### src/hw/rtl/dsmcc_pkg.sv
// Shared types, codes and tag tables for the DSM-CC descriptor loop parser.
package dsmcc_pkg;

   localparam int QUEUE_DEPTH = 4;

   // Descriptor kinds
   localparam logic [3:0] KIND_TYPE       = 4'd0;
   localparam logic [3:0] KIND_NAME       = 4'd1;
   localparam logic [3:0] KIND_INFO       = 4'd2;
   localparam logic [3:0] KIND_MODLINK    = 4'd3;
   localparam logic [3:0] KIND_CRC32      = 4'd4;
   localparam logic [3:0] KIND_LOCATION   = 4'd5;
   localparam logic [3:0] KIND_DLTIME     = 4'd6;
   localparam logic [3:0] KIND_GROUPLINK  = 4'd7;
   localparam logic [3:0] KIND_COMPRESSED = 4'd8;
   localparam logic [3:0] KIND_LABEL      = 4'd9;
   localparam logic [3:0] KIND_CACHING    = 4'd10;
   localparam logic [3:0] KIND_CTYPE      = 4'd11;

   // Tag ranges
   localparam logic [7:0] TAG_STD_FIRST  = 8'h01;
   localparam logic [7:0] TAG_STD_LAST   = 8'h09;
   localparam logic [7:0] TAG_PRIV_FIRST = 8'h70;
   localparam logic [7:0] TAG_PRIV_LAST  = 8'h72;

   // Record kinds
   localparam logic [1:0] REC_TEXT  = 2'd0;
   localparam logic [1:0] REC_LANG  = 2'd1;
   localparam logic [1:0] REC_FIXED = 2'd2;
   localparam logic [1:0] REC_EMPTY = 2'd3;

   // Error codes
   localparam logic [1:0] ERR_NONE     = 2'd0;
   localparam logic [1:0] ERR_LOOP_END = 2'd1;
   localparam logic [1:0] ERR_SHORT    = 2'd2;

   localparam logic [2:0] LANG_BYTES = 3'd3;

   typedef enum logic [1:0] {
      CLS_TEXT,
      CLS_INFO,
      CLS_FIXED
   } dsmcc_cls_type;

   // One operation handed from the front to the back
   typedef struct packed {
      logic       emit;
      logic       clear;
      logic       small_en;
      logic       wide_en;
      logic       text_en;
      logic       use_acc;
      logic [3:0] kind;
      logic [1:0] record_kind;
      logic [7:0] data;
      logic       desc_last;
      logic [1:0] error;
   } dsmcc_op_type;

   function automatic dsmcc_cls_type kind_class(input logic [3:0] k);
      dsmcc_cls_type c;
      unique case (k) inside
         KIND_TYPE, KIND_NAME, KIND_LABEL, KIND_CTYPE: c = CLS_TEXT;
         KIND_INFO:                                    c = CLS_INFO;
         default:                                      c = CLS_FIXED;
      endcase
      return c;
   endfunction

   // Payload bytes the fields of a kind need
   function automatic logic [2:0] kind_need(input logic [3:0] k);
      logic [2:0] n;
      unique case (k) inside
         KIND_INFO, KIND_MODLINK:          n = 3'd3;
         KIND_CRC32, KIND_DLTIME:          n = 3'd4;
         KIND_LOCATION:                    n = 3'd1;
         KIND_GROUPLINK, KIND_COMPRESSED:  n = 3'd5;
         KIND_CACHING:                     n = 3'd2;
         default:                          n = 3'd0;
      endcase
      return n;
   endfunction

   function automatic logic kind_has_small(input logic [3:0] k);
      logic h;
      unique case (k) inside
         KIND_MODLINK, KIND_LOCATION, KIND_GROUPLINK, KIND_COMPRESSED, KIND_CACHING: h = 1'b1;
         default: h = 1'b0;
      endcase
      return h;
   endfunction

   // True when payload byte idx belongs to the big-endian wide field
   function automatic logic kind_in_wide(input logic [3:0] k, input logic [2:0] idx);
      logic w;
      unique case (k) inside
         KIND_MODLINK:                    w = (idx >= 3'd1) && (idx <= 3'd2);
         KIND_CRC32, KIND_DLTIME:         w = (idx <= 3'd3);
         KIND_GROUPLINK, KIND_COMPRESSED: w = (idx >= 3'd1) && (idx <= 3'd4);
         KIND_CACHING:                    w = (idx == 3'd1);
         default:                         w = 1'b0;
      endcase
      return w;
   endfunction

   function automatic logic tag_known(input logic [7:0] tag);
      return ((tag >= TAG_STD_FIRST) && (tag <= TAG_STD_LAST)) ||
             ((tag >= TAG_PRIV_FIRST) && (tag <= TAG_PRIV_LAST));
   endfunction

   function automatic logic [3:0] tag_kind(input logic [7:0] tag);
      logic [7:0] d;
      logic [3:0] k;
      if ((tag >= TAG_STD_FIRST) && (tag <= TAG_STD_LAST)) begin
         d = tag - TAG_STD_FIRST;
         k = d[3:0];
      end else if ((tag >= TAG_PRIV_FIRST) && (tag <= TAG_PRIV_LAST)) begin
         d = tag - TAG_PRIV_FIRST;
         k = d[3:0] + KIND_LABEL;
      end else begin
         k = KIND_TYPE;
      end
      return k;
   endfunction

endpackage

### src/hw/rtl/dsmcc_descriptor_tlv_parser.sv
// Top level of the DSM-CC descriptor loop parser: front end, operation queue, back end.
// A taken byte request's operation passes through the queue, then into the back-end result register on rsp_.
// Throughput: one byte request per cycle while the queue is not full, set by the framing update in the
// front end and one queue pop per cycle in the back end while its result register is not stalled.
// Reset (synchronous, active high) returns the parser to expecting a tag byte, empties
// the queue, clears the field accumulators and drops any pending result.
module dsmcc_descriptor_tlv_parser #(
   parameter int QUEUE_DEPTH = dsmcc_pkg::QUEUE_DEPTH
) (
   input  logic        clock,
   input  logic        reset,
   // byte requests
   input  logic        req_valid,
   output logic        req_stall,
   input  logic [7:0]  req_byte_in,
   input  logic        req_loop_end,
   // results
   output logic        rsp_valid,
   input  logic        rsp_stall,
   output logic [3:0]  rsp_kind,
   output logic [1:0]  rsp_record_kind,
   output logic [7:0]  rsp_text_byte,
   output logic [7:0]  rsp_small_value,
   output logic [31:0] rsp_wide_value,
   output logic        rsp_desc_last,
   output logic [1:0]  rsp_error
);

   // Front-to-back operation path
   dsmcc_pkg::dsmcc_op_type push_op;
   dsmcc_pkg::dsmcc_op_type head_op;
   logic push;
   logic pop;
   logic q_full;
   logic q_empty;

   // Front end: tag/length/payload framing; stalls requests only when the queue is full
   dsmcc_front u_front (
      .clock       (clock),
      .reset       (reset),
      .req_valid   (req_valid),
      .req_stall   (req_stall),
      .req_byte_in (req_byte_in),
      .req_loop_end(req_loop_end),
      .q_full      (q_full),
      .q_push      (push),
      .q_op        (push_op)
   );

   // Queue: decouples framing from a stalled result consumer
   dsmcc_queue #(
      .DEPTH(QUEUE_DEPTH)
   ) u_queue (
      .clock  (clock),
      .reset  (reset),
      .push   (push),
      .push_op(push_op),
      .pop    (pop),
      .head_op(head_op),
      .full   (q_full),
      .empty  (q_empty)
   );

   // Back end: accumulate big-endian fields, hold the result until taken.
   // Operations that emit nothing drain even while the result register is stalled.
   dsmcc_back u_back (
      .clock          (clock),
      .reset          (reset),
      .head_op        (head_op),
      .q_empty        (q_empty),
      .q_pop          (pop),
      .rsp_valid      (rsp_valid),
      .rsp_stall      (rsp_stall),
      .rsp_kind       (rsp_kind),
      .rsp_record_kind(rsp_record_kind),
      .rsp_text_byte  (rsp_text_byte),
      .rsp_small_value(rsp_small_value),
      .rsp_wide_value (rsp_wide_value),
      .rsp_desc_last  (rsp_desc_last),
      .rsp_error      (rsp_error)
   );

endmodule

### src/hw/rtl/dsmcc_front.sv
// Front end: tracks descriptor framing and turns each byte into a back-end operation.
module dsmcc_front (
   input  logic                  clock,
   input  logic                  reset,
   input  logic                  req_valid,
   output logic                  req_stall,
   input  logic [7:0]            req_byte_in,
   input  logic                  req_loop_end,
   input  logic                  q_full,
   output logic                  q_push,
   output dsmcc_pkg::dsmcc_op_type q_op
);

   typedef enum logic [1:0] {
      PH_TAG,
      PH_LEN,
      PH_PAY
   } phase_type;

   phase_type  phase_ff, phase_in;
   logic [3:0] kind_ff, kind_in;
   logic       known_ff, known_in;
   logic [7:0] left_ff, left_in;
   logic [2:0] idx_ff, idx_in;

   dsmcc_pkg::dsmcc_op_type op;
   dsmcc_pkg::dsmcc_cls_type cls;
   logic       accept;
   logic       lastb;
   logic [3:0] idx_next;
   logic       short_pay;

   assign req_stall = q_full;
   assign accept    = req_valid && !q_full;
   assign cls       = dsmcc_pkg::kind_class(kind_ff);
   assign lastb     = (left_ff == 8'd1);
   assign idx_next  = {1'b0, idx_ff} + 4'd1;
   assign short_pay = idx_next < {1'b0, dsmcc_pkg::kind_need(kind_ff)};

   always_comb begin
      op          = '0;
      op.data     = req_byte_in;
      phase_in    = phase_ff;
      kind_in     = kind_ff;
      known_in    = known_ff;
      left_in     = left_ff;
      idx_in      = idx_ff;
      unique case (phase_ff)
         PH_LEN: begin
            left_in = req_byte_in;
            idx_in  = '0;
            if (req_byte_in == 8'd0) begin
               phase_in = PH_TAG;
               if (known_ff) begin
                  op.emit      = 1'b1;
                  op.kind      = kind_ff;
                  op.desc_last = 1'b1;
                  unique case (cls)
                     dsmcc_pkg::CLS_TEXT: begin
                        op.record_kind = dsmcc_pkg::REC_EMPTY;
                     end
                     dsmcc_pkg::CLS_INFO: begin
                        op.record_kind = dsmcc_pkg::REC_EMPTY;
                        op.error       = dsmcc_pkg::ERR_SHORT;
                     end
                     default: begin
                        op.record_kind = dsmcc_pkg::REC_FIXED;
                        op.use_acc     = 1'b1;
                        op.error       = dsmcc_pkg::ERR_SHORT;
                     end
                  endcase
               end
            end else begin
               phase_in = PH_PAY;
            end
         end
         PH_PAY: begin
            left_in = left_ff - 8'd1;
            if (idx_ff != 3'd7) begin
               idx_in = idx_ff + 3'd1;
            end
            if (lastb) begin
               phase_in = PH_TAG;
            end
            if (known_ff) begin
               op.kind = kind_ff;
               unique case (cls)
                  dsmcc_pkg::CLS_TEXT: begin
                     op.emit        = 1'b1;
                     op.text_en     = 1'b1;
                     op.record_kind = dsmcc_pkg::REC_TEXT;
                     op.desc_last   = lastb;
                  end
                  dsmcc_pkg::CLS_INFO: begin
                     op.emit        = 1'b1;
                     op.text_en     = 1'b1;
                     op.record_kind = (idx_ff < dsmcc_pkg::LANG_BYTES) ?
                                      dsmcc_pkg::REC_LANG : dsmcc_pkg::REC_TEXT;
                     op.desc_last   = lastb;
                     if (lastb && short_pay) begin
                        op.error = dsmcc_pkg::ERR_SHORT;
                     end
                  end
                  default: begin
                     op.small_en = (idx_ff == 3'd0) && dsmcc_pkg::kind_has_small(kind_ff);
                     op.wide_en  = dsmcc_pkg::kind_in_wide(kind_ff, idx_ff);
                     if (lastb) begin
                        op.emit        = 1'b1;
                        op.use_acc     = 1'b1;
                        op.record_kind = dsmcc_pkg::REC_FIXED;
                        op.desc_last   = 1'b1;
                        if (short_pay) begin
                           op.error = dsmcc_pkg::ERR_SHORT;
                        end
                     end
                  end
               endcase
            end
         end
         default: begin
            // Tag byte: classify and clear the field accumulators
            known_in = dsmcc_pkg::tag_known(req_byte_in);
            kind_in  = dsmcc_pkg::tag_kind(req_byte_in);
            left_in  = '0;
            idx_in   = '0;
            op.clear = 1'b1;
            phase_in = PH_LEN;
         end
      endcase

      // Loop ends inside a descriptor: close it out with an error
      if (req_loop_end && (phase_in != PH_TAG)) begin
         if (!op.emit) begin
            op.emit = 1'b1;
            if (known_in) begin
               op.kind = kind_in;
               if (dsmcc_pkg::kind_class(kind_in) == dsmcc_pkg::CLS_FIXED) begin
                  op.record_kind = dsmcc_pkg::REC_FIXED;
                  op.use_acc     = 1'b1;
               end else begin
                  op.record_kind = dsmcc_pkg::REC_EMPTY;
               end
            end
         end
         op.desc_last = 1'b1;
         op.error     = dsmcc_pkg::ERR_LOOP_END;
         phase_in     = PH_TAG;
      end
   end

   assign q_op   = op;
   assign q_push = accept && (op.emit || op.clear || op.small_en || op.wide_en);

   always_ff @(posedge clock) begin
      if (reset) begin
         phase_ff <= PH_TAG;
         kind_ff  <= '0;
         known_ff <= 1'b0;
         left_ff  <= '0;
         idx_ff   <= '0;
      end else if (accept) begin
         phase_ff <= phase_in;
         kind_ff  <= kind_in;
         known_ff <= known_in;
         left_ff  <= left_in;
         idx_ff   <= idx_in;
      end
   end

endmodule

### src/hw/rtl/dsmcc_queue.sv
// Short operation queue between the parser front end and the field back end.
module dsmcc_queue #(
   parameter int DEPTH = dsmcc_pkg::QUEUE_DEPTH
) (
   input  logic                    clock,
   input  logic                    reset,
   input  logic                    push,
   input  dsmcc_pkg::dsmcc_op_type push_op,
   input  logic                    pop,
   output dsmcc_pkg::dsmcc_op_type head_op,
   output logic                    full,
   output logic                    empty
);

   localparam int PTR_W = (DEPTH > 1) ? $clog2(DEPTH) : 1;
   localparam int CNT_W = $clog2(DEPTH + 1);

   dsmcc_pkg::dsmcc_op_type entry_ff [DEPTH];
   logic [PTR_W-1:0] wr_ptr_ff, wr_ptr_in;
   logic [PTR_W-1:0] rd_ptr_ff, rd_ptr_in;
   logic [CNT_W-1:0] count_ff, count_in;

   assign full    = (count_ff == CNT_W'(DEPTH));
   assign empty   = (count_ff == '0);
   assign head_op = entry_ff[rd_ptr_ff];

   always_comb begin
      wr_ptr_in = wr_ptr_ff;
      rd_ptr_in = rd_ptr_ff;
      count_in  = count_ff;
      if (push) begin
         wr_ptr_in = (wr_ptr_ff == PTR_W'(DEPTH - 1)) ? '0 : wr_ptr_ff + 1'b1;
      end
      if (pop) begin
         rd_ptr_in = (rd_ptr_ff == PTR_W'(DEPTH - 1)) ? '0 : rd_ptr_ff + 1'b1;
      end
      case ({push, pop})
         2'b10:   count_in = count_ff + 1'b1;
         2'b01:   count_in = count_ff - 1'b1;
         default: count_in = count_ff;
      endcase
   end

   always_ff @(posedge clock) begin
      if (push) begin
         entry_ff[wr_ptr_ff] <= push_op;
      end
   end

   always_ff @(posedge clock) begin
      if (reset) begin
         wr_ptr_ff <= '0;
         rd_ptr_ff <= '0;
         count_ff  <= '0;
      end else begin
         wr_ptr_ff <= wr_ptr_in;
         rd_ptr_ff <= rd_ptr_in;
         count_ff  <= count_in;
      end
   end

endmodule

### src/hw/rtl/dsmcc_back.sv
// Back end: collects fixed fields and holds the outgoing result register.
module dsmcc_back (
   input  logic                    clock,
   input  logic                    reset,
   input  dsmcc_pkg::dsmcc_op_type head_op,
   input  logic                    q_empty,
   output logic                    q_pop,
   output logic                    rsp_valid,
   input  logic                    rsp_stall,
   output logic [3:0]              rsp_kind,
   output logic [1:0]              rsp_record_kind,
   output logic [7:0]              rsp_text_byte,
   output logic [7:0]              rsp_small_value,
   output logic [31:0]             rsp_wide_value,
   output logic                    rsp_desc_last,
   output logic [1:0]              rsp_error
);

   logic [7:0]  small_acc_ff, small_acc_in;
   logic [31:0] wide_acc_ff, wide_acc_in;
   logic        valid_ff;
   logic [3:0]  kind_ff;
   logic [1:0]  rec_ff;
   logic [7:0]  text_ff;
   logic [7:0]  small_ff;
   logic [31:0] wide_ff;
   logic        last_ff;
   logic [1:0]  error_ff;
   logic        out_free;
   logic        load;
   logic [7:0]  small_base;
   logic [31:0] wide_base;

   assign out_free = !valid_ff || !rsp_stall;
   assign q_pop    = !q_empty && (!head_op.emit || out_free);
   assign load     = q_pop && head_op.emit;

   always_comb begin
      small_base   = head_op.clear ? '0 : small_acc_ff;
      wide_base    = head_op.clear ? '0 : wide_acc_ff;
      small_acc_in = head_op.small_en ? head_op.data : small_base;
      wide_acc_in  = head_op.wide_en ? {wide_base[23:0], head_op.data} : wide_base;
   end

   always_ff @(posedge clock) begin
      if (reset) begin
         small_acc_ff <= '0;
         wide_acc_ff  <= '0;
      end else if (q_pop) begin
         small_acc_ff <= small_acc_in;
         wide_acc_ff  <= wide_acc_in;
      end
   end

   always_ff @(posedge clock) begin
      if (reset) begin
         valid_ff <= 1'b0;
      end else if (out_free) begin
         valid_ff <= load;
      end
   end

   always_ff @(posedge clock) begin
      if (load) begin
         kind_ff  <= head_op.kind;
         rec_ff   <= head_op.record_kind;
         text_ff  <= head_op.text_en ? head_op.data : '0;
         small_ff <= head_op.use_acc ? small_acc_in : '0;
         wide_ff  <= head_op.use_acc ? wide_acc_in : '0;
         last_ff  <= head_op.desc_last;
         error_ff <= head_op.error;
      end
   end

   assign rsp_valid       = valid_ff;
   assign rsp_kind        = kind_ff;
   assign rsp_record_kind = rec_ff;
   assign rsp_text_byte   = text_ff;
   assign rsp_small_value = small_ff;
   assign rsp_wide_value  = wide_ff;
   assign rsp_desc_last   = last_ff;
   assign rsp_error       = error_ff;

endmodule

### config.mk
export PLATFORM = sky130hd
export DESIGN_NAME = dsmcc_descriptor_tlv_parser
export DESIGN_NICKNAME = d
export VERILOG_FILES = /design/src/hw/rtl/dsmcc_pkg.sv /design/src/hw/rtl/dsmcc_descriptor_tlv_parser.sv /design/src/hw/rtl/dsmcc_front.sv /design/src/hw/rtl/dsmcc_queue.sv /design/src/hw/rtl/dsmcc_back.sv
export SDC_FILE = /design/constraint.sdc
export NUM_CORES = 1
export LEC_CHECK = 0
export ABC_CLOCK_PERIOD_IN_PS = 4200
export BUFFER_PORTS_ARGS = -buffer_cell sky130_fd_sc_hd__buf_2
export CAP_MARGIN = 0
export CORE_AREA = 2 2 129 131
export CTS_BUF_LIST = sky130_fd_sc_hd__clkbuf_16
export DETAILED_ROUTE_END_ITERATION = 6
export DIE_AREA = 0 0 131 133
export PLACE_DENSITY = 0.83
export SYNTH_ARGS = -nofsm -noshare
export SYNTH_HDL_FRONTEND = slang
export SYNTH_SLANG_ARGS = --single-unit
### constraint.sdc
create_clock -name clock -period 4.2 [get_ports clock]
set_input_delay 0.63 -clock clock [delete_from_list [all_inputs] [get_ports clock]]
set_output_delay 0.63 -clock clock [all_outputs]
set_load 0.01 [all_outputs]
# Yosys cells after proc, flatten, opt, wreduce, memory -nomap -nowiden
# Memories as Yosys holds them, arrays and structs flattened. A register that Yosys moved wholly into a read port is not among the register bits.
# Index checks and enable logic that the tools add are counted.
[totals] register_bits=123 ramBits=92 inputBits=13 output_inout_bits=59 wordCells=176 memories=1
[mem_list] name="u_queue.entry_ff" words=4 word_bits=23 rd=1 rd_clocked_by_memory_dff=1 write_ports=1 line_no="dsmcc_queue.sv:18" text="dsmcc_pkg::dsmcc_op_type entry_ff [DEPTH];"
[classes] add_sub_neg=10 n_lt_le_gt_ge=10 eq_ne=28 muxes=70 reduce_logical=39
[op_table] cell="2-to-1 mux 32 bit" count=2
[op_table] cell="2-to-1 mux 7 bit" count=5
[op_table] cell="2-to-1 mux 2 bit" count=15
[op_table] cell="== test 4 bit, second input constant" count=6
[op_table] cell="2-to-1 mux 3 bit" count=8
[op_table] cell="2-to-1 mux 1 bit" count=22
[op_table] cell="one-hot mux 2 bit (2 select lines)" count=5
[op_table] cell="== test 4 x 3 -> 1 bit, second input constant" count=4
[op_table] cell="2-to-1 mux 8 bit" count=2
[op_table] cell="one-hot mux 8 bit (2 select lines)" count=1
[op_table] cell="one-hot mux 3 bit (5 select lines)" count=1
[op_table] cell="one-hot mux 7 bit (2 select lines)" count=1
[op_table] cell="== test 4 x 2 -> 1 bit, second input constant" count=3
[op_table] cell="2-to-1 mux 4 bit" count=3
[op_table] cell="one-hot mux 3 bit (2 select lines)" count=2
[op_table] cell="logical AND 1 bit" count=11
[op_table] cell="== test 2 bit, second input constant" count=5
[op_table] cell="2-to-1 mux 10 bit" count=1
[op_table] cell="OR reduction 2 bit" count=5
[op_table] cell="== test 4 x 1 -> 1 bit, second input constant" count=2
[op_table] cell="== test 8 x 1 -> 1 bit, second input constant" count=1
[op_table] cell="greater-or-equal comparator 8 x 1 -> 1 bit, second input constant" count=1
[op_table] cell="greater-or-equal comparator 8 x 7 -> 1 bit, second input constant" count=1
[op_table] cell="less-or-equal comparator 8 x 4 -> 1 bit, second input constant" count=1
[op_table] cell="other kinds (30)" count=49

# Logic depth before layout (Yosys ltp)
[depth] depth_word=17 depth_mapped=15 mapped_depth_nobuf=14

# Cells and area by module
# Synthesis repeated with hierarchy kept, for this count alone.
[hier_totals] cells_unflattened=769 hier_area_um2=9765.6
[by_module_without_submodules] mod="dsmcc_back" n_inst=1 cells_per_inst=332 area_each_um2=4033.9 seq_area_each_um2=2532.4
[by_module_without_submodules] mod="dsmcc_queue" n_inst=1 cells_per_inst=168 area_each_um2=3801.1 seq_area_each_um2=2942.8
[by_module_without_submodules] mod="dsmcc_front" n_inst=1 cells_per_inst=269 area_each_um2=1930.6 seq_area_each_um2=360.3

# Worst setup path before layout
# Ideal clock, no wire load.
[synth_path] path_kind="reg-to-reg" startpoint="register (tool-made name)" endpoint="register u_back.last_ff (netlist: u_back.rsp_desc_last), enable pin" setup_ns=0.421 t_arrival_ns=2.656 setup_slack_ns=1.123 stages_incl_launch_ff=5 path_cell_list="dfxtp_1 -> buf_6 -> mux4_2 -> a31oi_4 -> and2_1"
[synth_lines] element="end signal, assigned" line_no="dsmcc_back.sv:70" text="last_ff <= head_op.desc_last;"
[synth_lines] element="end, declared" line_no="dsmcc_back.sv:27" text="logic last_ff;"

# Worst setup path after layout
[layout_path] startpoint="register u_front.phase_ff[1]" endpoint="register u_queue.count_ff[2]"
[layout_via] elab_chain_len=11 elab_cells_between_ends=19 cone_classes="4 x eq/ne; 7 x mux; 8 x reduce/logical"
[layout_rtl] element="start, declared" line_no="dsmcc_front.sv:20" text="phase_type phase_ff, phase_in;"
[layout_rtl] element="start signal, assigned" line_no="dsmcc_front.sv:162" text="phase_ff <= phase_in;"
[layout_rtl] element="== test 2 bit (tied with other cells)" line_no="dsmcc_front.sv:48" text="unique case (phase_ff)"
[layout_rtl] element="one-hot mux 2 bit (2 select lines)" line_no="dsmcc_front.sv:48"
[layout_rtl] element="nonzero test 2 bit" line_no="dsmcc_front.sv:132" text="if (req_loop_end && (phase_in != PH_TAG)) begin"
[layout_rtl] element="logical AND 1 bit" line_no="dsmcc_front.sv:132"
[layout_rtl] element="2-to-1 mux 1 bit" line_no="dsmcc_front.sv:132"
[layout_rtl] element="logical OR 1 bit (2 in series)" line_no="dsmcc_front.sv:152" text="assign q_push = accept && (op.emit || op.clear || op.small_en || op.wide_en);"
[layout_rtl] element="logical OR 1 bit *" line_no="dsmcc_front.sv:152"
[layout_rtl] element="logical AND 1 bit *" line_no="dsmcc_front.sv:152"
[layout_rtl] element="== test 2 x 1 -> 1 bit / == test 2 bit (equally long branches)" line_no="dsmcc_queue.sv:37" text="case ({push, pop})"
[layout_rtl] element="one-hot mux 3 bit (2 select lines) / nonzero test 2 bit (equally long branches)"
[layout_rtl] element="end signal, assigned" line_no="dsmcc_queue.sv:58" text="count_ff <= count_in;"
[layout_rtl] element="end, declared" line_no="dsmcc_queue.sv:21" text="logic [CNT_W-1:0] count_ff, count_in;"
# Every way passes the cells marked *; elsewhere a longest branch is shown, timed or not.
# A chain may end at the register's enable or synchronous reset.

==> results.sh <==
export IMPL_ys_warnings_count=0
export IMPL_rsz0062_at_grt="false"
export IMPL_dp_cells=992
export IMPL_slowest_stage="o311ai_0"
export IMPL_final_common_cell="edfxtp_1"
export IMPL_syn_avg_cell_area_um2=12.7
export IMPL_power_leakage_uw=0.00385
export IMPL_drive_gt1_share_pct=18.2
export IMPL_grt_max_degree=48
export IMPL_vdd_drop_max_uv=376
export IMPL_cts_sinks=217
export IMPL_syn_cell_area_um2=9290
export IMPL_synth_cell_types=59
export IMPL_ant_nets=0
export IMPL_critPathTopFamily="compound AO/OA/AOI/OAI gates"
export IMPL_utilization_pct=65.0
export IMPL_die_area_um2=17400
export IMPL_tightest_slew_ns=0.796
export IMPL_crit_path_start_kind="flip-flop"
export IMPL_fillerInstances=1176
export IMPL_grt_pass1_vias=5668
export IMPL_cts_clk_slew_worst_paths_ns=0.06
export IMPL_die_y_um=133
export IMPL_ctsResizeCount=0
export IMPL_max_slew_margin_rel_pct=46.9
export IMPL_power_density_nw_per_um2=617
export IMPL_async_flop_share_pct=0
export IMPL_path_buf_inv=3
export IMPL_dp_hpwl_um=11300
export IMPL_cts_buffer_depth=3
export IMPL_antenna_found_initial=0
export IMPL_stdcell_count=1032
export IMPL_skew_ns=0.0156
export IMPL_cts_hold_buf=0
export IMPL_setup_viol=0
export IMPL_drv_cap=0
export IMPL_whs_ns=0.405
export IMPL_h_tree_depth=1
export IMPL_overflow=0
export IMPL_status="complete, no violations"
export IMPL_hp_class="input pin to flip-flop"
export IMPL_postCtsSetupBuffers=0
export IMPL_n_antenna_cell=0
export IMPL_area_delta_synth_final_pct=13.2
export IMPL_start_util_pct=57.4
export IMPL_p_total_uw=6480
export IMPL_core_area_um2=16200
export IMPL_syn_inst=731
export IMPL_crit_type="flip-flop to flip-flop"
export IMPL_routed_wl_um=17500
export IMPL_cts_tree="done"
export IMPL_crit_fanout=9
export IMPL_multi_input_area_um2=3150
export IMPL_portBuffers=71
export IMPL_cts_buffers=22
export IMPL_gp_congestion=0.935
export IMPL_synth_edf_count=149
export IMPL_grt_use_total_pct=20.8
export IMPL_required_ns=4.63
export IMPL_drtPass1Iterations=6
export IMPL_maxSlewViolCount=0
export IMPL_hold_violations=0
export IMPL_period_minus_slack_ns=3.34
export IMPL_crit_path_frequent_cell="inv_1"
export IMPL_clock_latency_ns=0.50
export IMPL_endpoint_kind="flip-flop"
export IMPL_slowest_delay_ns=0.52
export IMPL_rows=47
export IMPL_ys_seq_elements=217
export IMPL_syn_nets=766
export IMPL_route_detailed_drc=0
export IMPL_layout_common_cells="149 x edfxtp_1, 124 x nor2_1, 71 x buf_2"
export IMPL_die_width_um=131
export IMPL_cts_root_buf="clkbuf_16"
export IMPL_routedWlPerCell_um=16.9
export IMPL_grt_pass1_wl_um=28800
export IMPL_fmax_mhz=300
export IMPL_ys_seq_area_share_pct=62.8
export IMPL_drtIter0Drc=526
export IMPL_fin_setup_tns_ns=0
export IMPL_seq_area_um2=5840
export IMPL_vias=5930
export IMPL_finalNetCount=831
export IMPL_viasPerCell=5.75
export IMPL_crit_chain="ha_1, inv_1, o311ai_0, a31oi_1, a21o_1, inv_1, ha_1, inv_1, fa_1, xor2_1, or3_1, a21oi_1"
export IMPL_critPathArrivalTime_ns=3.77
export IMPL_pin_count=72
export IMPL_synthFlopType="edfxtp_1"
export IMPL_fin_crit_sh_pct=79.4
export IMPL_reg2reg_slack_ns=0.86
flip-flops by register name, indices dropped and copies added (netlist names), 2 cells and up, named ones only:
register	flops
u_queue.rd_ptr_ff	2
u_back.rsp_small_value	8
u_back.rsp_wide_value	32
u_front.left_ff	8
u_back.rsp_kind	4
u_front.phase_ff	2
u_queue.entry_ff	92
u_back.rsp_error	2
u_back.rsp_record_kind	2
u_queue.wr_ptr_ff	2
u_back.rsp_text_byte	8
u_back.wide_acc_ff	32
u_front.idx_ff	3
u_back.small_acc_ff	8
u_queue.count_ff	3
u_front.kind_ff	4
routing by layer:
metal,routed length (um),GRT usage [%],vias to the layer above,part of all wire (%)
met5,0,0,-,0
met4,338,6.32,0,1.9
met3,1020,2.95,30,5.8
met2,8710,34.7,202,50
met1,7430,28.3,2841,42
li1,-,-,2857,-
path summary, 6_finish.rpt:
| path | endpoint | from | cells past startpoint |
|---|---|---|---|
| min | u_back.rsp_valid | rsp_stall | 3 |
| min reg2reg | u_back.wide_acc_ff[27] | u_back.wide_acc_ff[27] | 2 |
| max | u_queue.count_ff[2] | u_front.phase_ff[1] | 12 |
| max reg2reg | u_queue.count_ff[2] | u_front.phase_ff[1] | 12 |
cells in the mapped netlist (all sizes together) (2+ instances only):
cell type	n	area [um^2]
edfxtp	149	4470
nor2	124	465
dfxtp	68	1360
a22oi	63	473
clkbuf	30	113
inv	28	105
mux2i	28	280
nand2	24	90.1
mux4	22	495
ha	21	263
o21ai	21	105
a21oi	19	95.1
and2	16	100
buf	13	87.6
nand2b	9	56.3
nand3	9	45.0
nor3	9	45.0
and3	6	37.5
nor2b	6	37.5
a31oi	5	46.3
nor4	5	31.3
xor2	5	43.8
a211oi	4	30.0
a21o	3	22.5
o31ai	3	22.5
or3	3	18.8
a2111oi	2	17.5
a2bb2oi	2	17.5
a311oi	2	17.5
a31o	2	17.5
a41oi	2	17.5
and4b	2	20.0
mux2	2	22.5
nor3b	2	15.0
o32ai	2	17.5
or4	2	18.8
xnor2	2	17.5
cell families after synthesis:
group,synth area share (%)
AND/OR/NAND/NOR,10.8
flip-flops,62.8
AO/OA/AOI/OAI,10.8
buffers and inverters,3.29
multiplexers,8.59
adder cells (fa/ha/maj),3.04
XOR/XNOR,0.660
where the power goes:
| group | switching, uW | leakage, uW | internal (uW) | total [uW] |
|---|---|---|---|---|
| clock | 777 | 0.000361 | 1060 | 1840 |
| sequential | 147 | 0.00196 | 2790 | 2930 |
| combinational | 1070 | 0.00152 | 645 | 1710 |
| total | 1990 | 0.00385 | 4490 | 6480 |
worst reg2reg max path, delay by kind of cell (launching register included):
family / cells / cell delay (ns)
adder cells (fa/ha/maj): 3 / 0.94
AO/OA/AOI/OAI: 4 / 1.08
XOR/XNOR: 1 / 0.16
AND/OR/NAND/NOR: 1 / 0.30
buffers and inverters: 3 / 0.37
flip-flops: 1 / 0.41
through the flow:
stage | instance area, um^2 | setup slack, ns
global route | 10500 | 0.657
detailed placement | 9820 | 0.781
finish | 10500 | 0.863
global placement | 9820 | 0.916
CTS | 10500 | 0.930
floorplan | 9290 | 1.12
cell type report:
| type | instances | area share, % |
|---|---|---|
| inverter | 28 | 1.00 |
| timing repair buffer | 84 | 4.31 |
| tap | 220 | 2.62 |
| sequential | 217 | 55.5 |
| multi-input combinational | 443 | 30.0 |
| clock inverter | 17 | 1.09 |
| clock buffer | 23 | 5.47 |
Power figures use the tool's default switching activity.
